### src/sv/pasc_pkg.sv
// ----------------------------------------------------------------------------
// pasc_pkg - shared types and constants of the primitive assembler
// Field widths, opcode and status codes, primitive types and the
// controller/datapath command and status bundles.
// ----------------------------------------------------------------------------
`default_nettype none

package pasc_pkg;

  localparam int CoordW = 16;
  localparam int DepthW = 32;
  localparam int AttrW  = 64;
  localparam int ApbAddrW = 5;
  localparam int ApbDataW = 32;

  // Opcode of an input item.
  localparam logic OP_PUSH = 1'b0;
  localparam logic OP_KICK = 1'b1;

  // Register indexes on the configuration port.
  localparam logic [2:0] REG_PRIM_TYPE = 3'd0;
  localparam logic [2:0] REG_X_MIN     = 3'd1;
  localparam logic [2:0] REG_Y_MIN     = 3'd2;
  localparam logic [2:0] REG_X_MAX     = 3'd3;
  localparam logic [2:0] REG_Y_MAX     = 3'd4;

  typedef enum logic [2:0] {
    STS_EMIT    = 3'd0,
    STS_SKIP    = 3'd1,
    STS_REJECT  = 3'd2,
    STS_INVALID = 3'd3,
    STS_UNDER   = 3'd4
  } pasc_status_t;

  typedef enum logic [2:0] {
    PRIM_POINT      = 3'd0,
    PRIM_LINE_LIST  = 3'd1,
    PRIM_LINE_STRIP = 3'd2,
    PRIM_TRI_LIST   = 3'd3,
    PRIM_TRI_STRIP  = 3'd4,
    PRIM_FAN        = 3'd5,
    PRIM_SPRITE     = 3'd6,
    PRIM_INVALID    = 3'd7
  } pasc_prim_t;

  // How a kick removes vertices from the queue.
  typedef enum logic [2:0] {
    RM_NONE,
    RM_FRONT1,
    RM_FRONT2,
    RM_FRONT3,
    RM_SECOND
  } pasc_remove_t;

  typedef struct packed {
    logic [CoordW-1:0] x;
    logic [CoordW-1:0] y;
    logic [DepthW-1:0] z;
    logic [AttrW-1:0]  attr;
  } pasc_vtx_t;

  typedef struct packed {
    pasc_prim_t        prim_type;
    logic [CoordW-1:0] x_min;
    logic [CoordW-1:0] y_min;
    logic [CoordW-1:0] x_max;
    logic [CoordW-1:0] y_max;
  } pasc_cfg_t;

  // Controller to datapath.
  typedef struct packed {
    logic       push;
    logic       kick;
    logic [1:0] slot;
  } pasc_cmd_t;

  // Datapath to controller.
  typedef struct packed {
    logic       in_kick;
    logic [1:0] last_slot;
  } pasc_sts_t;

  // Number of vertices a primitive of this type uses.
  function automatic logic [1:0] prim_need(pasc_prim_t t);
    logic [1:0] n;
    unique case (t)
      PRIM_POINT:      n = 2'd1;
      PRIM_LINE_LIST,
      PRIM_LINE_STRIP,
      PRIM_SPRITE:     n = 2'd2;
      PRIM_TRI_LIST,
      PRIM_TRI_STRIP,
      PRIM_FAN:        n = 2'd3;
      PRIM_INVALID:    n = 2'd0;
    endcase
    return n;
  endfunction

  function automatic pasc_remove_t prim_remove(pasc_prim_t t);
    pasc_remove_t r;
    unique case (t)
      PRIM_POINT,
      PRIM_LINE_STRIP,
      PRIM_TRI_STRIP:  r = RM_FRONT1;
      PRIM_LINE_LIST,
      PRIM_SPRITE:     r = RM_FRONT2;
      PRIM_TRI_LIST:   r = RM_FRONT3;
      PRIM_FAN:        r = RM_SECOND;
      PRIM_INVALID:    r = RM_NONE;
    endcase
    return r;
  endfunction

  function automatic logic [1:0] remove_count(pasc_remove_t r);
    logic [1:0] n;
    unique case (r)
      RM_FRONT1, RM_SECOND: n = 2'd1;
      RM_FRONT2:            n = 2'd2;
      RM_FRONT3:            n = 2'd3;
      default:              n = 2'd0;
    endcase
    return n;
  endfunction

endpackage

`default_nettype wire

### src/sv/pasc_if.sv
// ----------------------------------------------------------------------------
// pasc_if - item channels of the primitive assembler
// Input channel for push and kick items, output channel for result items.
// ----------------------------------------------------------------------------
`default_nettype none

interface pasc_in_if;
  import pasc_pkg::*;

  logic              valid;
  logic              ready;
  logic              opcode;
  logic              skip_draw;
  logic [CoordW-1:0] pos_x;
  logic [CoordW-1:0] pos_y;
  logic [DepthW-1:0] pos_z;
  logic [AttrW-1:0]  attributes;

  modport source (output valid, opcode, skip_draw, pos_x, pos_y, pos_z, attributes,
                  input ready);
  modport sink   (input valid, opcode, skip_draw, pos_x, pos_y, pos_z, attributes,
                  output ready);
endinterface

interface pasc_out_if;
  import pasc_pkg::*;

  logic              valid;
  logic              ready;
  logic [2:0]        status;
  logic [1:0]        vertex_slot;
  logic [CoordW-1:0] out_x;
  logic [CoordW-1:0] out_y;
  logic [DepthW-1:0] out_z;
  logic [AttrW-1:0]  out_attributes;
  logic              last;

  modport source (output valid, status, vertex_slot, out_x, out_y, out_z, out_attributes,
                  last, input ready);
  modport sink   (input valid, status, vertex_slot, out_x, out_y, out_z, out_attributes,
                  last, output ready);
endinterface

`default_nettype wire

### src/sv/pasc_ctrl.sv
// ----------------------------------------------------------------------------
// pasc_ctrl - controller of the primitive assembler
// Takes items in idle, then walks the result slots of a kick.
// ----------------------------------------------------------------------------
`default_nettype none

module pasc_ctrl (
  input  logic                clk,
  input  logic                rst,
  input  logic                in_valid,
  output logic                in_ready,
  output logic                out_valid,
  input  logic                out_ready,
  input  pasc_pkg::pasc_sts_t sts,
  output pasc_pkg::pasc_cmd_t cmd
);
  import pasc_pkg::*;

  typedef enum logic [1:0] {
    ST_IDLE = 2'b01,
    ST_EMIT = 2'b10
  } state_t;

  state_t     state, state_next;
  logic [1:0] slot, slot_next;

  assign in_ready  = (state == ST_IDLE);
  assign out_valid = (state == ST_EMIT);

  always_comb begin
    cmd.push = in_ready && in_valid && !sts.in_kick;
    cmd.kick = in_ready && in_valid && sts.in_kick;
    cmd.slot = slot;
  end

  always_comb begin
    state_next = state;
    slot_next  = slot;
    unique case (state)
      ST_IDLE: begin
        if (cmd.kick) begin
          state_next = ST_EMIT;
          slot_next  = 2'd0;
        end
      end
      ST_EMIT: begin
        if (out_ready) begin
          if (slot == sts.last_slot) begin
            state_next = ST_IDLE;
          end else begin
            slot_next = slot + 2'd1;
          end
        end
      end
    endcase
  end

  always_ff @(posedge clk) begin
    if (rst) begin
      state <= ST_IDLE;
      slot  <= 2'd0;
    end else begin
      state <= state_next;
      slot  <= slot_next;
    end
  end

  a_no_overlap: assert property (@(posedge clk) disable iff (rst)
    !(in_ready && out_valid))
    else $error("input taken while results are pending");

  a_slot_range: assert property (@(posedge clk) disable iff (rst)
    out_valid |-> (slot <= sts.last_slot))
    else $error("result slot beyond last slot of the kick");

  a_kick_emits: assert property (@(posedge clk) disable iff (rst)
    cmd.kick |=> (out_valid && slot == 2'd0))
    else $error("kick did not start result output at slot zero");

endmodule

`default_nettype wire

### src/sv/pasc_dp.sv
// ----------------------------------------------------------------------------
// pasc_dp - datapath of the primitive assembler
// Vertex queue, kick classification with scissor test, result registers.
// ----------------------------------------------------------------------------
`default_nettype none

module pasc_dp #(
  parameter int QUEUE_DEPTH = 4
) (
  input  logic                                clk,
  input  logic                                rst,
  input  pasc_pkg::pasc_cmd_t                 cmd,
  output pasc_pkg::pasc_sts_t                 sts,
  input  pasc_pkg::pasc_cfg_t                 cfg,
  input  logic                                opcode,
  input  logic                                skip_draw,
  input  logic [pasc_pkg::CoordW-1:0]         pos_x,
  input  logic [pasc_pkg::CoordW-1:0]         pos_y,
  input  logic [pasc_pkg::DepthW-1:0]         pos_z,
  input  logic [pasc_pkg::AttrW-1:0]          attributes,
  output logic [2:0]                          status,
  output logic [1:0]                          vertex_slot,
  output logic [pasc_pkg::CoordW-1:0]         out_x,
  output logic [pasc_pkg::CoordW-1:0]         out_y,
  output logic [pasc_pkg::DepthW-1:0]         out_z,
  output logic [pasc_pkg::AttrW-1:0]          out_attributes,
  output logic                                last
);
  import pasc_pkg::*;

  localparam int FillW = $clog2(QUEUE_DEPTH + 1);
  localparam int IdxW  = $clog2(QUEUE_DEPTH);
  localparam logic [FillW-1:0] FillFull = FillW'(QUEUE_DEPTH);

  pasc_vtx_t        queue [QUEUE_DEPTH];
  logic [FillW-1:0] fill;
  logic             full;

  pasc_vtx_t        vcap [3];
  pasc_status_t     res_status;
  logic [1:0]       res_last_slot;

  logic [1:0]       need;
  pasc_remove_t     rm;
  logic             enough;
  logic             reject;
  logic             do_remove;
  logic             do_clear;
  pasc_status_t     kick_status;
  logic [1:0]       kick_last;
  pasc_vtx_t        in_vtx;
  pasc_vtx_t        sel_vtx;

  assign full   = (fill == FillFull);
  assign need   = prim_need(cfg.prim_type);
  assign rm     = prim_remove(cfg.prim_type);
  assign enough = (fill >= FillW'(need));

  always_comb begin
    in_vtx.x    = pos_x;
    in_vtx.y    = pos_y;
    in_vtx.z    = pos_z;
    in_vtx.attr = attributes;
  end

  // A primitive is dropped when all of its vertices are beyond one edge.
  always_comb begin
    logic lx, hx, ly, hy;
    lx = 1'b1;
    hx = 1'b1;
    ly = 1'b1;
    hy = 1'b1;
    for (int i = 0; i < 3; i++) begin
      if (2'(i) < need) begin
        lx = lx && (queue[i].x < cfg.x_min);
        hx = hx && (queue[i].x > cfg.x_max);
        ly = ly && (queue[i].y < cfg.y_min);
        hy = hy && (queue[i].y > cfg.y_max);
      end
    end
    reject = lx || hx || ly || hy;
  end

  always_comb begin
    kick_status = STS_EMIT;
    kick_last   = need - 2'd1;
    do_remove   = 1'b0;
    do_clear    = 1'b0;
    if (cfg.prim_type == PRIM_INVALID) begin
      kick_status = STS_INVALID;
      kick_last   = 2'd0;
      do_clear    = 1'b1;
    end else if (!enough) begin
      kick_status = STS_UNDER;
      kick_last   = 2'd0;
    end else begin
      do_remove = 1'b1;
      if (skip_draw) begin
        kick_status = STS_SKIP;
        kick_last   = 2'd0;
      end else if (reject) begin
        kick_status = STS_REJECT;
        kick_last   = 2'd0;
      end
    end
  end

  always_ff @(posedge clk) begin
    if (rst) begin
      fill          <= '0;
      res_status    <= STS_INVALID;
      res_last_slot <= 2'd0;
    end else begin
      if (cmd.push && !full) begin
        fill <= fill + FillW'(1);
      end else if (cmd.kick) begin
        if (do_clear) begin
          fill <= '0;
        end else if (do_remove) begin
          fill <= fill - FillW'(remove_count(rm));
        end
      end
      if (cmd.kick) begin
        res_status    <= kick_status;
        res_last_slot <= kick_last;
      end
    end
  end

  // Queue entries and captured vertices carry payload only.
  always_ff @(posedge clk) begin
    if (cmd.push && !full) begin
      queue[fill[IdxW-1:0]] <= in_vtx;
    end else if (cmd.kick && do_remove) begin
      unique case (rm)
        RM_FRONT1: begin
          for (int k = 0; k < QUEUE_DEPTH - 1; k++) queue[k] <= queue[k+1];
        end
        RM_FRONT2: begin
          for (int k = 0; k < QUEUE_DEPTH - 2; k++) queue[k] <= queue[k+2];
        end
        RM_FRONT3: begin
          for (int k = 0; k < QUEUE_DEPTH - 3; k++) queue[k] <= queue[k+3];
        end
        RM_SECOND: begin
          for (int k = 1; k < QUEUE_DEPTH - 1; k++) queue[k] <= queue[k+1];
        end
        default: ;
      endcase
    end
    if (cmd.kick) begin
      for (int i = 0; i < 3; i++) vcap[i] <= queue[i];
    end
  end

  always_comb begin
    unique case (cmd.slot)
      2'd1:    sel_vtx = vcap[1];
      2'd2:    sel_vtx = vcap[2];
      default: sel_vtx = vcap[0];
    endcase
  end

  always_comb begin
    status = res_status;
    last   = (cmd.slot == res_last_slot);
    if (res_status == STS_EMIT) begin
      vertex_slot    = cmd.slot;
      out_x          = sel_vtx.x;
      out_y          = sel_vtx.y;
      out_z          = sel_vtx.z;
      out_attributes = sel_vtx.attr;
    end else begin
      vertex_slot    = 2'd0;
      out_x          = '0;
      out_y          = '0;
      out_z          = '0;
      out_attributes = '0;
    end
  end

  always_comb begin
    sts.in_kick   = (opcode == OP_KICK);
    sts.last_slot = res_last_slot;
  end

  a_fill_bound: assert property (@(posedge clk) disable iff (rst)
    fill <= FillFull)
    else $error("queue fill beyond depth");

  a_status_single: assert property (@(posedge clk) disable iff (rst)
    (res_status != STS_EMIT) |-> (res_last_slot == 2'd0))
    else $error("status-only kick with more than one result");

  a_full_drop: assert property (@(posedge clk) disable iff (rst)
    (cmd.push && full) |=> $stable(fill))
    else $error("push to a full queue changed the fill count");

  a_invalid_clears: assert property (@(posedge clk) disable iff (rst)
    (cmd.kick && cfg.prim_type == PRIM_INVALID) |=> (fill == '0))
    else $error("invalid-type kick did not clear the queue");

endmodule

`default_nettype wire

### src/sv/primitive_assembly_scissor_cull_core.sv
// ----------------------------------------------------------------------------
// primitive_assembly_scissor_cull_core - primitive assembler with scissor cull
// Top level: configuration registers, controller and datapath.
// ----------------------------------------------------------------------------
// Push items add a vertex to a queue of QUEUE_DEPTH entries; a push to a full
// queue is dropped and gives no result. A kick item assembles a primitive of
// the configured type from the oldest vertices, removes the vertices that the
// type consumes, and either emits the primitive as one result item per vertex
// (the last one marked) or gives a single status item for a skipped, scissor
// rejected, invalid-type or underflowing kick. The block can take a push
// every cycle while it is idle. A kick is accepted, then its result items
// follow one by one while the output is ready; the block holds one kick's
// results in a single set of result registers and takes no new item until
// the last of them is delivered. Configuration registers sit at byte
// addresses 0, 4, 8, 12 and 16; the user must see that they are written
// only while the block is idle, as the block itself does not enforce this.
`default_nettype none

module primitive_assembly_scissor_cull_core #(
  parameter int QUEUE_DEPTH = 4
) (
  input  logic                             clk,
  input  logic                             rst,
  pasc_in_if.sink                          vtx_in,
  pasc_out_if.source                       prim_out,
  input  logic                             psel,
  input  logic                             penable,
  input  logic                             pwrite,
  input  logic [pasc_pkg::ApbAddrW-1:0]    paddr,
  input  logic [pasc_pkg::ApbDataW-1:0]    pwdata,
  output logic [pasc_pkg::ApbDataW-1:0]    prdata,
  output logic                             pready
);
  import pasc_pkg::*;

  pasc_cfg_t  cfg;
  pasc_cmd_t  cmd;
  pasc_sts_t  sts;
  logic       cfg_write;
  logic [2:0] reg_index;

  // The register file never stalls the bus.
  assign pready    = 1'b1;
  assign reg_index = paddr[4:2];
  assign cfg_write = psel && penable && pwrite && pready;

  always_ff @(posedge clk) begin
    if (rst) begin
      cfg.prim_type <= PRIM_POINT;
      cfg.x_min     <= '0;
      cfg.y_min     <= '0;
      cfg.x_max     <= '1;
      cfg.y_max     <= '1;
    end else if (cfg_write) begin
      unique case (reg_index)
        REG_PRIM_TYPE: cfg.prim_type <= pasc_prim_t'(pwdata[2:0]);
        REG_X_MIN:     cfg.x_min     <= pwdata[CoordW-1:0];
        REG_Y_MIN:     cfg.y_min     <= pwdata[CoordW-1:0];
        REG_X_MAX:     cfg.x_max     <= pwdata[CoordW-1:0];
        REG_Y_MAX:     cfg.y_max     <= pwdata[CoordW-1:0];
        default: ;
      endcase
    end
  end

  // Reads return the register value, zero for addresses past the list.
  always_comb begin
    unique case (reg_index)
      REG_PRIM_TYPE: prdata = ApbDataW'(cfg.prim_type);
      REG_X_MIN:     prdata = ApbDataW'(cfg.x_min);
      REG_Y_MIN:     prdata = ApbDataW'(cfg.y_min);
      REG_X_MAX:     prdata = ApbDataW'(cfg.x_max);
      REG_Y_MAX:     prdata = ApbDataW'(cfg.y_max);
      default:       prdata = '0;
    endcase
  end

  // The controller decides when items are taken and which result slot is
  // shown; the datapath holds the queue and classifies each kick.
  pasc_ctrl u_ctrl (
    .clk       (clk),
    .rst       (rst),
    .in_valid  (vtx_in.valid),
    .in_ready  (vtx_in.ready),
    .out_valid (prim_out.valid),
    .out_ready (prim_out.ready),
    .sts       (sts),
    .cmd       (cmd)
  );

  pasc_dp #(
    .QUEUE_DEPTH (QUEUE_DEPTH)
  ) u_dp (
    .clk            (clk),
    .rst            (rst),
    .cmd            (cmd),
    .sts            (sts),
    .cfg            (cfg),
    .opcode         (vtx_in.opcode),
    .skip_draw      (vtx_in.skip_draw),
    .pos_x          (vtx_in.pos_x),
    .pos_y          (vtx_in.pos_y),
    .pos_z          (vtx_in.pos_z),
    .attributes     (vtx_in.attributes),
    .status         (prim_out.status),
    .vertex_slot    (prim_out.vertex_slot),
    .out_x          (prim_out.out_x),
    .out_y          (prim_out.out_y),
    .out_z          (prim_out.out_z),
    .out_attributes (prim_out.out_attributes),
    .last           (prim_out.last)
  );

endmodule

`default_nettype wire

### src/flat_wrapper.sv
// flat-port wrapper written by rule: the top's interface ports become plain ports
module primitive_assembly_scissor_cull_core_flat import pasc_pkg::*;
#(
  parameter int QUEUE_DEPTH = 4
)
  (clk, rst, psel, penable, pwrite, paddr, pwdata, prdata, pready, vtx_in_valid, vtx_in_opcode, vtx_in_skip_draw, vtx_in_pos_x, vtx_in_pos_y, vtx_in_pos_z, vtx_in_attributes, vtx_in_ready, prim_out_valid, prim_out_status, prim_out_vertex_slot, prim_out_out_x, prim_out_out_y, prim_out_out_z, prim_out_out_attributes, prim_out_last, prim_out_ready);
  pasc_in_if vtx_in_i ();
  pasc_out_if prim_out_i ();
  input  logic clk;
  input  logic rst;
  input  logic psel;
  input  logic penable;
  input  logic pwrite;
  input  logic [pasc_pkg::ApbAddrW-1:0] paddr;
  input  logic [pasc_pkg::ApbDataW-1:0] pwdata;
  output logic [pasc_pkg::ApbDataW-1:0] prdata;
  output logic pready;
  input wire logic [$bits(vtx_in_i.valid)-1:0] vtx_in_valid;
  input wire logic [$bits(vtx_in_i.opcode)-1:0] vtx_in_opcode;
  input wire logic [$bits(vtx_in_i.skip_draw)-1:0] vtx_in_skip_draw;
  input wire logic [$bits(vtx_in_i.pos_x)-1:0] vtx_in_pos_x;
  input wire logic [$bits(vtx_in_i.pos_y)-1:0] vtx_in_pos_y;
  input wire logic [$bits(vtx_in_i.pos_z)-1:0] vtx_in_pos_z;
  input wire logic [$bits(vtx_in_i.attributes)-1:0] vtx_in_attributes;
  output wire logic [$bits(vtx_in_i.ready)-1:0] vtx_in_ready;
  output wire logic [$bits(prim_out_i.valid)-1:0] prim_out_valid;
  output wire logic [$bits(prim_out_i.status)-1:0] prim_out_status;
  output wire logic [$bits(prim_out_i.vertex_slot)-1:0] prim_out_vertex_slot;
  output wire logic [$bits(prim_out_i.out_x)-1:0] prim_out_out_x;
  output wire logic [$bits(prim_out_i.out_y)-1:0] prim_out_out_y;
  output wire logic [$bits(prim_out_i.out_z)-1:0] prim_out_out_z;
  output wire logic [$bits(prim_out_i.out_attributes)-1:0] prim_out_out_attributes;
  output wire logic [$bits(prim_out_i.last)-1:0] prim_out_last;
  input wire logic [$bits(prim_out_i.ready)-1:0] prim_out_ready;
  assign vtx_in_i.valid = vtx_in_valid;
  assign vtx_in_i.opcode = vtx_in_opcode;
  assign vtx_in_i.skip_draw = vtx_in_skip_draw;
  assign vtx_in_i.pos_x = vtx_in_pos_x;
  assign vtx_in_i.pos_y = vtx_in_pos_y;
  assign vtx_in_i.pos_z = vtx_in_pos_z;
  assign vtx_in_i.attributes = vtx_in_attributes;
  assign vtx_in_ready = vtx_in_i.ready;
  assign prim_out_valid = prim_out_i.valid;
  assign prim_out_status = prim_out_i.status;
  assign prim_out_vertex_slot = prim_out_i.vertex_slot;
  assign prim_out_out_x = prim_out_i.out_x;
  assign prim_out_out_y = prim_out_i.out_y;
  assign prim_out_out_z = prim_out_i.out_z;
  assign prim_out_out_attributes = prim_out_i.out_attributes;
  assign prim_out_last = prim_out_i.last;
  assign prim_out_i.ready = prim_out_ready;
  primitive_assembly_scissor_cull_core #(.QUEUE_DEPTH(QUEUE_DEPTH)) u_core (.clk(clk), .rst(rst), .vtx_in(vtx_in_i), .prim_out(prim_out_i), .psel(psel), .penable(penable), .pwrite(pwrite), .paddr(paddr), .pwdata(pwdata), .prdata(prdata), .pready(pready));
endmodule
### config.mk
export PLATFORM = sky130hd
export DESIGN_NAME = primitive_assembly_scissor_cull_core_flat
export DESIGN_NICKNAME = d
export VERILOG_FILES = /design/src/sv/pasc_pkg.sv /design/src/sv/pasc_if.sv /design/src/sv/pasc_ctrl.sv /design/src/sv/pasc_dp.sv /design/src/sv/primitive_assembly_scissor_cull_core.sv /design/src/flat_wrapper.sv
export SDC_FILE = /design/constraint.sdc
export NUM_CORES = 2
export LEC_CHECK = 0
export BUFFER_PORTS_ARGS = -buffer_cell sky130_fd_sc_hd__buf_2
export CAP_MARGIN = 20
export CORE_MARGIN = 5
export CORE_UTILIZATION = 55
export CTS_BUF_LIST = sky130_fd_sc_hd__clkbuf_16
export CTS_CLUSTER_SIZE = 16
export DETAILED_ROUTE_END_ITERATION = 8
export PLACE_DENSITY = 0.76
export RECOVER_POWER = 100
export SLEW_MARGIN = 10
export SYNTH_ARGS = -nofsm -noshare
export SYNTH_HDL_FRONTEND = slang
export SYNTH_SLANG_ARGS = --single-unit
### constraint.sdc
create_clock -name clk -period 17.05 [get_ports clk]
set_input_delay 3.41 -clock clk [delete_from_list [all_inputs] [get_ports clk]]
set_output_delay 3.41 -clock clk [all_outputs]
set_load 0.005 [all_outputs]
* Yosys cells after proc, flatten, opt, wreduce, memory -nomap -nowiden
Memories as Yosys holds them, arrays and structs flattened. A register that Yosys moved wholly into a read port is not among the register bits. Cells that the tools add are included.
Operators by class: add/sub/neg operators 4, $lt $le $gt $ge 16, eq/ne operators 19, muxes and demuxes 80, bitwise gates (word level) 5, reduce and logical (&&, ||, !) cells 34
Operators with widths (number):
- 2-to-1 mux 128 bit | 6
- one-hot mux 128 bit (2 select lines) | 1
- OR reduction 128 bit | 1
- greater-than comparator 16 bit | 6
- < comparator 16 bit | 6
- one-hot mux 16 bit (5 select lines) | 1
- 2-to-1 mux 64 bit | 1
- 2-to-1 mux 2 bit | 19
- 2-to-1 mux 1 bit | 36
- 2-to-1 mux 16 bit | 2
- 2-to-1 mux 32 bit | 1
- 2-to-1 mux 3 bit | 10
- logical AND 1 bit | 15
- equality test 3 x 2 -> 1 bit (second input constant) | 4
- equality test 3 bit (second input constant) | 4
- AND reduction 2 bit | 6
- one-hot mux 2 bit (2 select lines) | 2
- equality test 3 x 1 -> 1 bit (second input constant) | 2
- zero test 3 bit | 2
- one-hot mux 2 bit (3 select lines) | 1
- AND reduction 3 bit | 2
- OR 1 bit | 5
- equality test 2 x 1 -> 1 bit (second input constant) | 2
- equality test 2 bit (second input constant) | 2
- 15 further kinds | 21
Storage, ports and cells: register bits 79, RAM bits 896, memory bits (read-only) 40, input bits 174, logic and storage cells 172, memories 4
Memory list:
- u_core.u_dp.queue | words 4, bits a word 128, read ports 4, clocked after memory_dff 0, write ports 3, RTL line pasc_dp.sv:35 | pasc_vtx_t queue [QUEUE_DEPTH];
- u_core.u_dp.vcap | words 3, bits a word 128, read ports 3, clocked after memory_dff 0, write ports 3, RTL line pasc_dp.sv:39 | pasc_vtx_t vcap [3];
- (name not given) | words 8, bits a word 3, read ports 1, clocked after memory_dff 1, write ports 0, RTL line pasc_pkg.sv:101 | unique case (t)
- (name not given) | words 8, bits a word 2, read ports 1, clocked after memory_dff 1, write ports 0, RTL line pasc_pkg.sv:86 | unique case (t)

* Longest topological paths before layout
An unclocked memory read counts as a cell.
word-level depth 14, depth in mapped cells 13, depth with buffers taken out 11

* Modules after synthesis
From an unflattened synthesis, not the netlist that was laid out.
Unflattened totals: cell total of the unflattened synthesis 3820, area total of the unflattened synthesis 46414.5 um2
Modules (own cells, without submodules):
- pasc_dp | instances 1, cells an instance 3414, area each 42798.5 um2, sequential area each 27066.0 um2
- primitive_assembly_scissor_cull_core | instances 1, cells an instance 377, area each 3390.8 um2, sequential area each 1341.3 um2
- pasc_ctrl | instances 1, cells an instance 29, area each 225.2 um2, sequential area each 80.1 um2

* Least setup slack after synthesis
Ideal clock, no wire load.
path type input port to flip-flop, from input port vtx_in_opcode, to register u_core.u_dp.fill[2], setup time 128 ps, data arrival time 12936 ps, required time 16922 ps, slack 3987 ps, stages 6, buffers on the path 0, cells stage by stage nand3_2 > inv_1 > a21oi_1 > a311o_1 > a21oi_1 > nor2_1
RTL lines:
- from (decl) | RTL line flat_wrapper.sv:19 | input wire logic [$bits(vtx_in_i.opcode)-1:0] vtx_in_opcode;
- to (signal assigned) | RTL line pasc_dp.sv:115 | fill <= fill + FillW'(1);
- to (signal assigned) | RTL line pasc_dp.sv:120 | fill <= fill - FillW'(remove_count(rm));
- to (decl) | RTL line pasc_dp.sv:36 | logic [FillW-1:0] fill;

* Worst setup path after layout
from register u_core.u_ctrl.slot[1], to output port prim_out_out_attributes[59]
Between the ends: word-level cells in the longest chain between the ends 3, elaborated cells between the ends (all ways) 4, classes of those cells eq/ne: 2; mux: 2
RTL lines:
- from (decl) | RTL line pasc_ctrl.sv:25 | logic [1:0] slot, slot_next;
- from (signal assigned) | RTL line pasc_ctrl.sv:64 | slot <= slot_next;
- equality test 2 bit / equality test 2 x 1 -> 1 bit (equally long branches) | RTL line pasc_dp.sv:157 | unique case (cmd.slot)
- one-hot mux 128 bit (2 select lines) * | RTL line pasc_dp.sv:157
- 2-to-1 mux 64 bit * | RTL line pasc_dp.sv:167 | if (res_status == STS_EMIT) begin
- to (decl) | RTL line flat_wrapper.sv:32 | output wire logic [$bits(prim_out_i.out_attributes)-1:0] prim_out_out_attributes;
Every way passes the cells marked *; elsewhere a longest branch is shown, timed or not.

==> results.json <==
{
  "r2r_setup_slack_ns": 8.28,
  "htreeDepth": 3,
  "ys_ff_latch": 980,
  "syn_area_sq_um": 45700,
  "synth_simple_gate_area_frac": 0.117,
  "wire_per_inst_um": 23.1,
  "cp_cell_sequence": "inv_1 -> ha_1 -> clkbuf_1 -> a22oi_1 -> nor2_1 -> a21oi_1 -> nor2_1 -> clkbuf_1",
  "start_util": 0.556,
  "endpoint_kind": "output pin",
  "p_leak_nw": 17.7,
  "synth_ff_type": "edfxtp_1",
  "fin_nets": 4530,
  "synth_top_family_by_area": "compound AO/OA/AOI/OAI gates",
  "die_w_um": 298,
  "clock_sinks": 980,
  "cts_tree": "yes",
  "ant_nets": 0,
  "violations": "max-capacitance violations, max-slew violations",
  "rows": 105,
  "layout-drive-gt1-share": 0.0863,
  "path_clk_slew_ns": 0.06,
  "drtIter0Drc": 3745,
  "synthXorXnorAreaFrac": 0.000575,
  "relSlewSlack": -3.31,
  "numCtsBuffers": 102,
  "crit_buf_inv": 3,
  "crit_path_max_fanout": 67,
  "fin_crit_sh": 0.673,
  "globalplace.congestion": 0.941,
  "peakVddDrop_v": 0.000103,
  "die_area_sq_um": 89000,
  "instances_no_fill": 5330,
  "synth_compound_area_frac": 0.130,
  "antenna_found_initial": 18,
  "cpPeakStageDelay_ns": 3.02,
  "r2r_start": "u_core.u_ctrl.state[1]",
  "routed_wl_mm": 123,
  "cp.arrival_ns": 8.07,
  "syn_avg_cell_area_sq_um": 11.5,
  "dp_hpwl_mm": 72.1,
  "fin_worst_skew_ns": 0.0236,
  "port_buffers": 307,
  "placed_cells": 5116,
  "final_hold_viol_count": 0,
  "slew_viol_final": 1478,
  "fmax_mhz": 87.1,
  "start_kind": "register",
  "cap_violations": 24,
  "synth-seq-area-share": 0.625,
  "track_usage": 0.267,
  "synth_fa_ha_area_frac": 0.0555,
  "postSynthCellCount": 3982,
  "p_per_area_nw_per_um2": 110,
  "fin_hold_ws_ns": 0.413,
  "vias": 33100,
  "final_cell_mix": "896 x edfxtp_1, 531 x nand2_1, 411 x o21ai_0",
  "fin_util": 0.617,
  "cp.required_ns": 13.64,
  "grt_pass1_wl_mm": 187,
  "yosysUniqueCellTypes": 64,
  "coreArea_sq_um": 82200,
  "avgViaCountPerCell": 6.21,
  "min_path_type": "reg -> reg",
  "ctsResizeCount": 0,
  "muxShareOfSynthArea": 0.0368,
  "finalSetupViolations": 0,
  "cp_top_family": "buffers and inverters",
  "crit_start": "u_core.u_ctrl.slot[1]",
  "insertion_delay_ns": 0.68,
  "period_needed_ns": 11.48,
  "setup-tns-final_ns": 0,
  "grt_start_max_net_pins": 205,
  "cts_root_buf": "clkbuf_16",
  "timing.critical_path.to": "prim_out_out_attributes[59]",
  "synth_edf_count": 896,
  "dr.pass1.iters": 6,
  "r2r.worst_path.cells": 6,
  "area_delta_synth_final_pct": 11.0,
  "die_h_um": 298,
  "rsz0062_at_grt": "false",
  "rr_endpoint": "u_core.u_dp.vcap[0][121]",
  "io_pins": 343,
  "cts_setup_buffers": 0,
  "holdBufCountCts": 0,
  "final_common_cell": "edfxtp_1",
  "crit_slowest_cell": "clkbuf_1",
  "grt_pass1_vias": 31800,
  "drc": 0,
  "grt_overflow_total": 0,
  "tightest_slew_ns": 6.43,
  "ys_async_sr_fraction": 0,
  "worstSetupPathType": "reg -> out",
  "status": "complete, but fails checks",
  "synth_warnings": 0,
  "cp.depth": 8,
  "cts_buffer_depth": 3
}
-- cells by family after synthesis --
kind of cell               after synthesis
xor gates and xnor gates                 3
AOI/OAI and AO/OA                     1024
other                                    2
buffers and inverters                  377
DFF                                    980
muxes                                  152
and+or+nand+nor                       1242
adders and majority gates              202
-- flip-flops by register name (all words and copies together) (netlist names), 3 cells and up --
name / count
u_core.u_dp.rm: 3
u_core.u_dp.vcap: 384
u_core.u_dp.fill: 3
u_core.u_dp.queue: 512
u_core.cfg: 67
u_core.u_dp.status: 3
-- where the power goes --
group          total (mW)  switching, mW  internal, mW
logic               0.456          0.310         0.147
registers            2.93         0.0753          2.86
clock network        2.19          0.961          1.23
-- worst min path at each step --
stage,start,end,slack [ns],cells past startpoint
after floorplan,u_core.u_dp.queue[0][0],u_core.u_dp.vcap[0][0],0.40,0
after global placement,u_core.u_dp.queue[0][53],u_core.u_dp.vcap[0][53],0.40,0
after detailed placement,u_core.u_dp.queue[0][14],u_core.u_dp.vcap[0][14],0.40,0
after CTS,u_core.u_dp.queue[0][77],u_core.u_dp.vcap[0][77],0.42,0
after global routing,u_core.u_dp.queue[0][23],u_core.u_dp.vcap[0][23],0.42,0
final,u_core.u_dp.queue[0][77],u_core.u_dp.vcap[0][77],0.41,0
-- per-stage QoR --
stage / worst slack (ns) / power (mW) / area, sq um
after global routing: 5.10 / 5.78 / 50700
after detailed placement: 8.07 / 3.42 / 47800
final: 5.57 / 5.58 / 50700
after CTS: 8.08 / 5.59 / 51100
after global placement: 8.09 / 3.40 / 47800
after floorplan: 3.99 / 3.28 / 45800
-- metal layers --
metal | up-vias | GRT usage | wire, um | part of all wire
met5 | - | 0 | 26 | 0.00021
met4 | 4 | 0.0886 | 3490 | 0.028
met2 | 1576 | 0.439 | 59700 | 0.49
met3 | 233 | 0.0510 | 11100 | 0.090
li1 | 15200 | - | - | -
met1 | 16100 | 0.360 | 48600 | 0.40
-- final cells by class --
type,count,area [sq um]
diodes,18,45.0
inverters,84,317
fillers,6522,31500
flip-flops and latches,980,28600
clock inverters,89,731
well taps,1070,1340
clock buffers,103,2580
multi-input cells,2640,15700
repair buffers,346,1490
-- Yosys cell counts (all sizes together) (11+ instances only) --
| library cell | n | area share |
|---|---|---|
| ha | 201 | 0.055 |
| a211oi | 18 | 0.0030 |
| edfxtp | 896 | 0.59 |
| mux2 | 128 | 0.032 |
| a21o | 20 | 0.0033 |
| a22oi | 141 | 0.023 |
| nand2 | 532 | 0.044 |
| nand4 | 28 | 0.0040 |
| a21oi | 232 | 0.025 |
| o21ai | 414 | 0.045 |
| a211o | 20 | 0.0039 |
| nand2b | 11 | 0.0015 |
| nor3 | 11 | 0.0012 |
| inv | 84 | 0.0069 |
| mux2i | 24 | 0.0053 |
| clkbuf | 235 | 0.019 |
| nor2 | 319 | 0.026 |
| nand3b | 17 | 0.0028 |
| dfxtp | 84 | 0.037 |
| o22ai | 146 | 0.020 |
| nand3 | 276 | 0.030 |
| buf | 58 | 0.0079 |
Note: power is estimated with default switching activity, not from simulation.
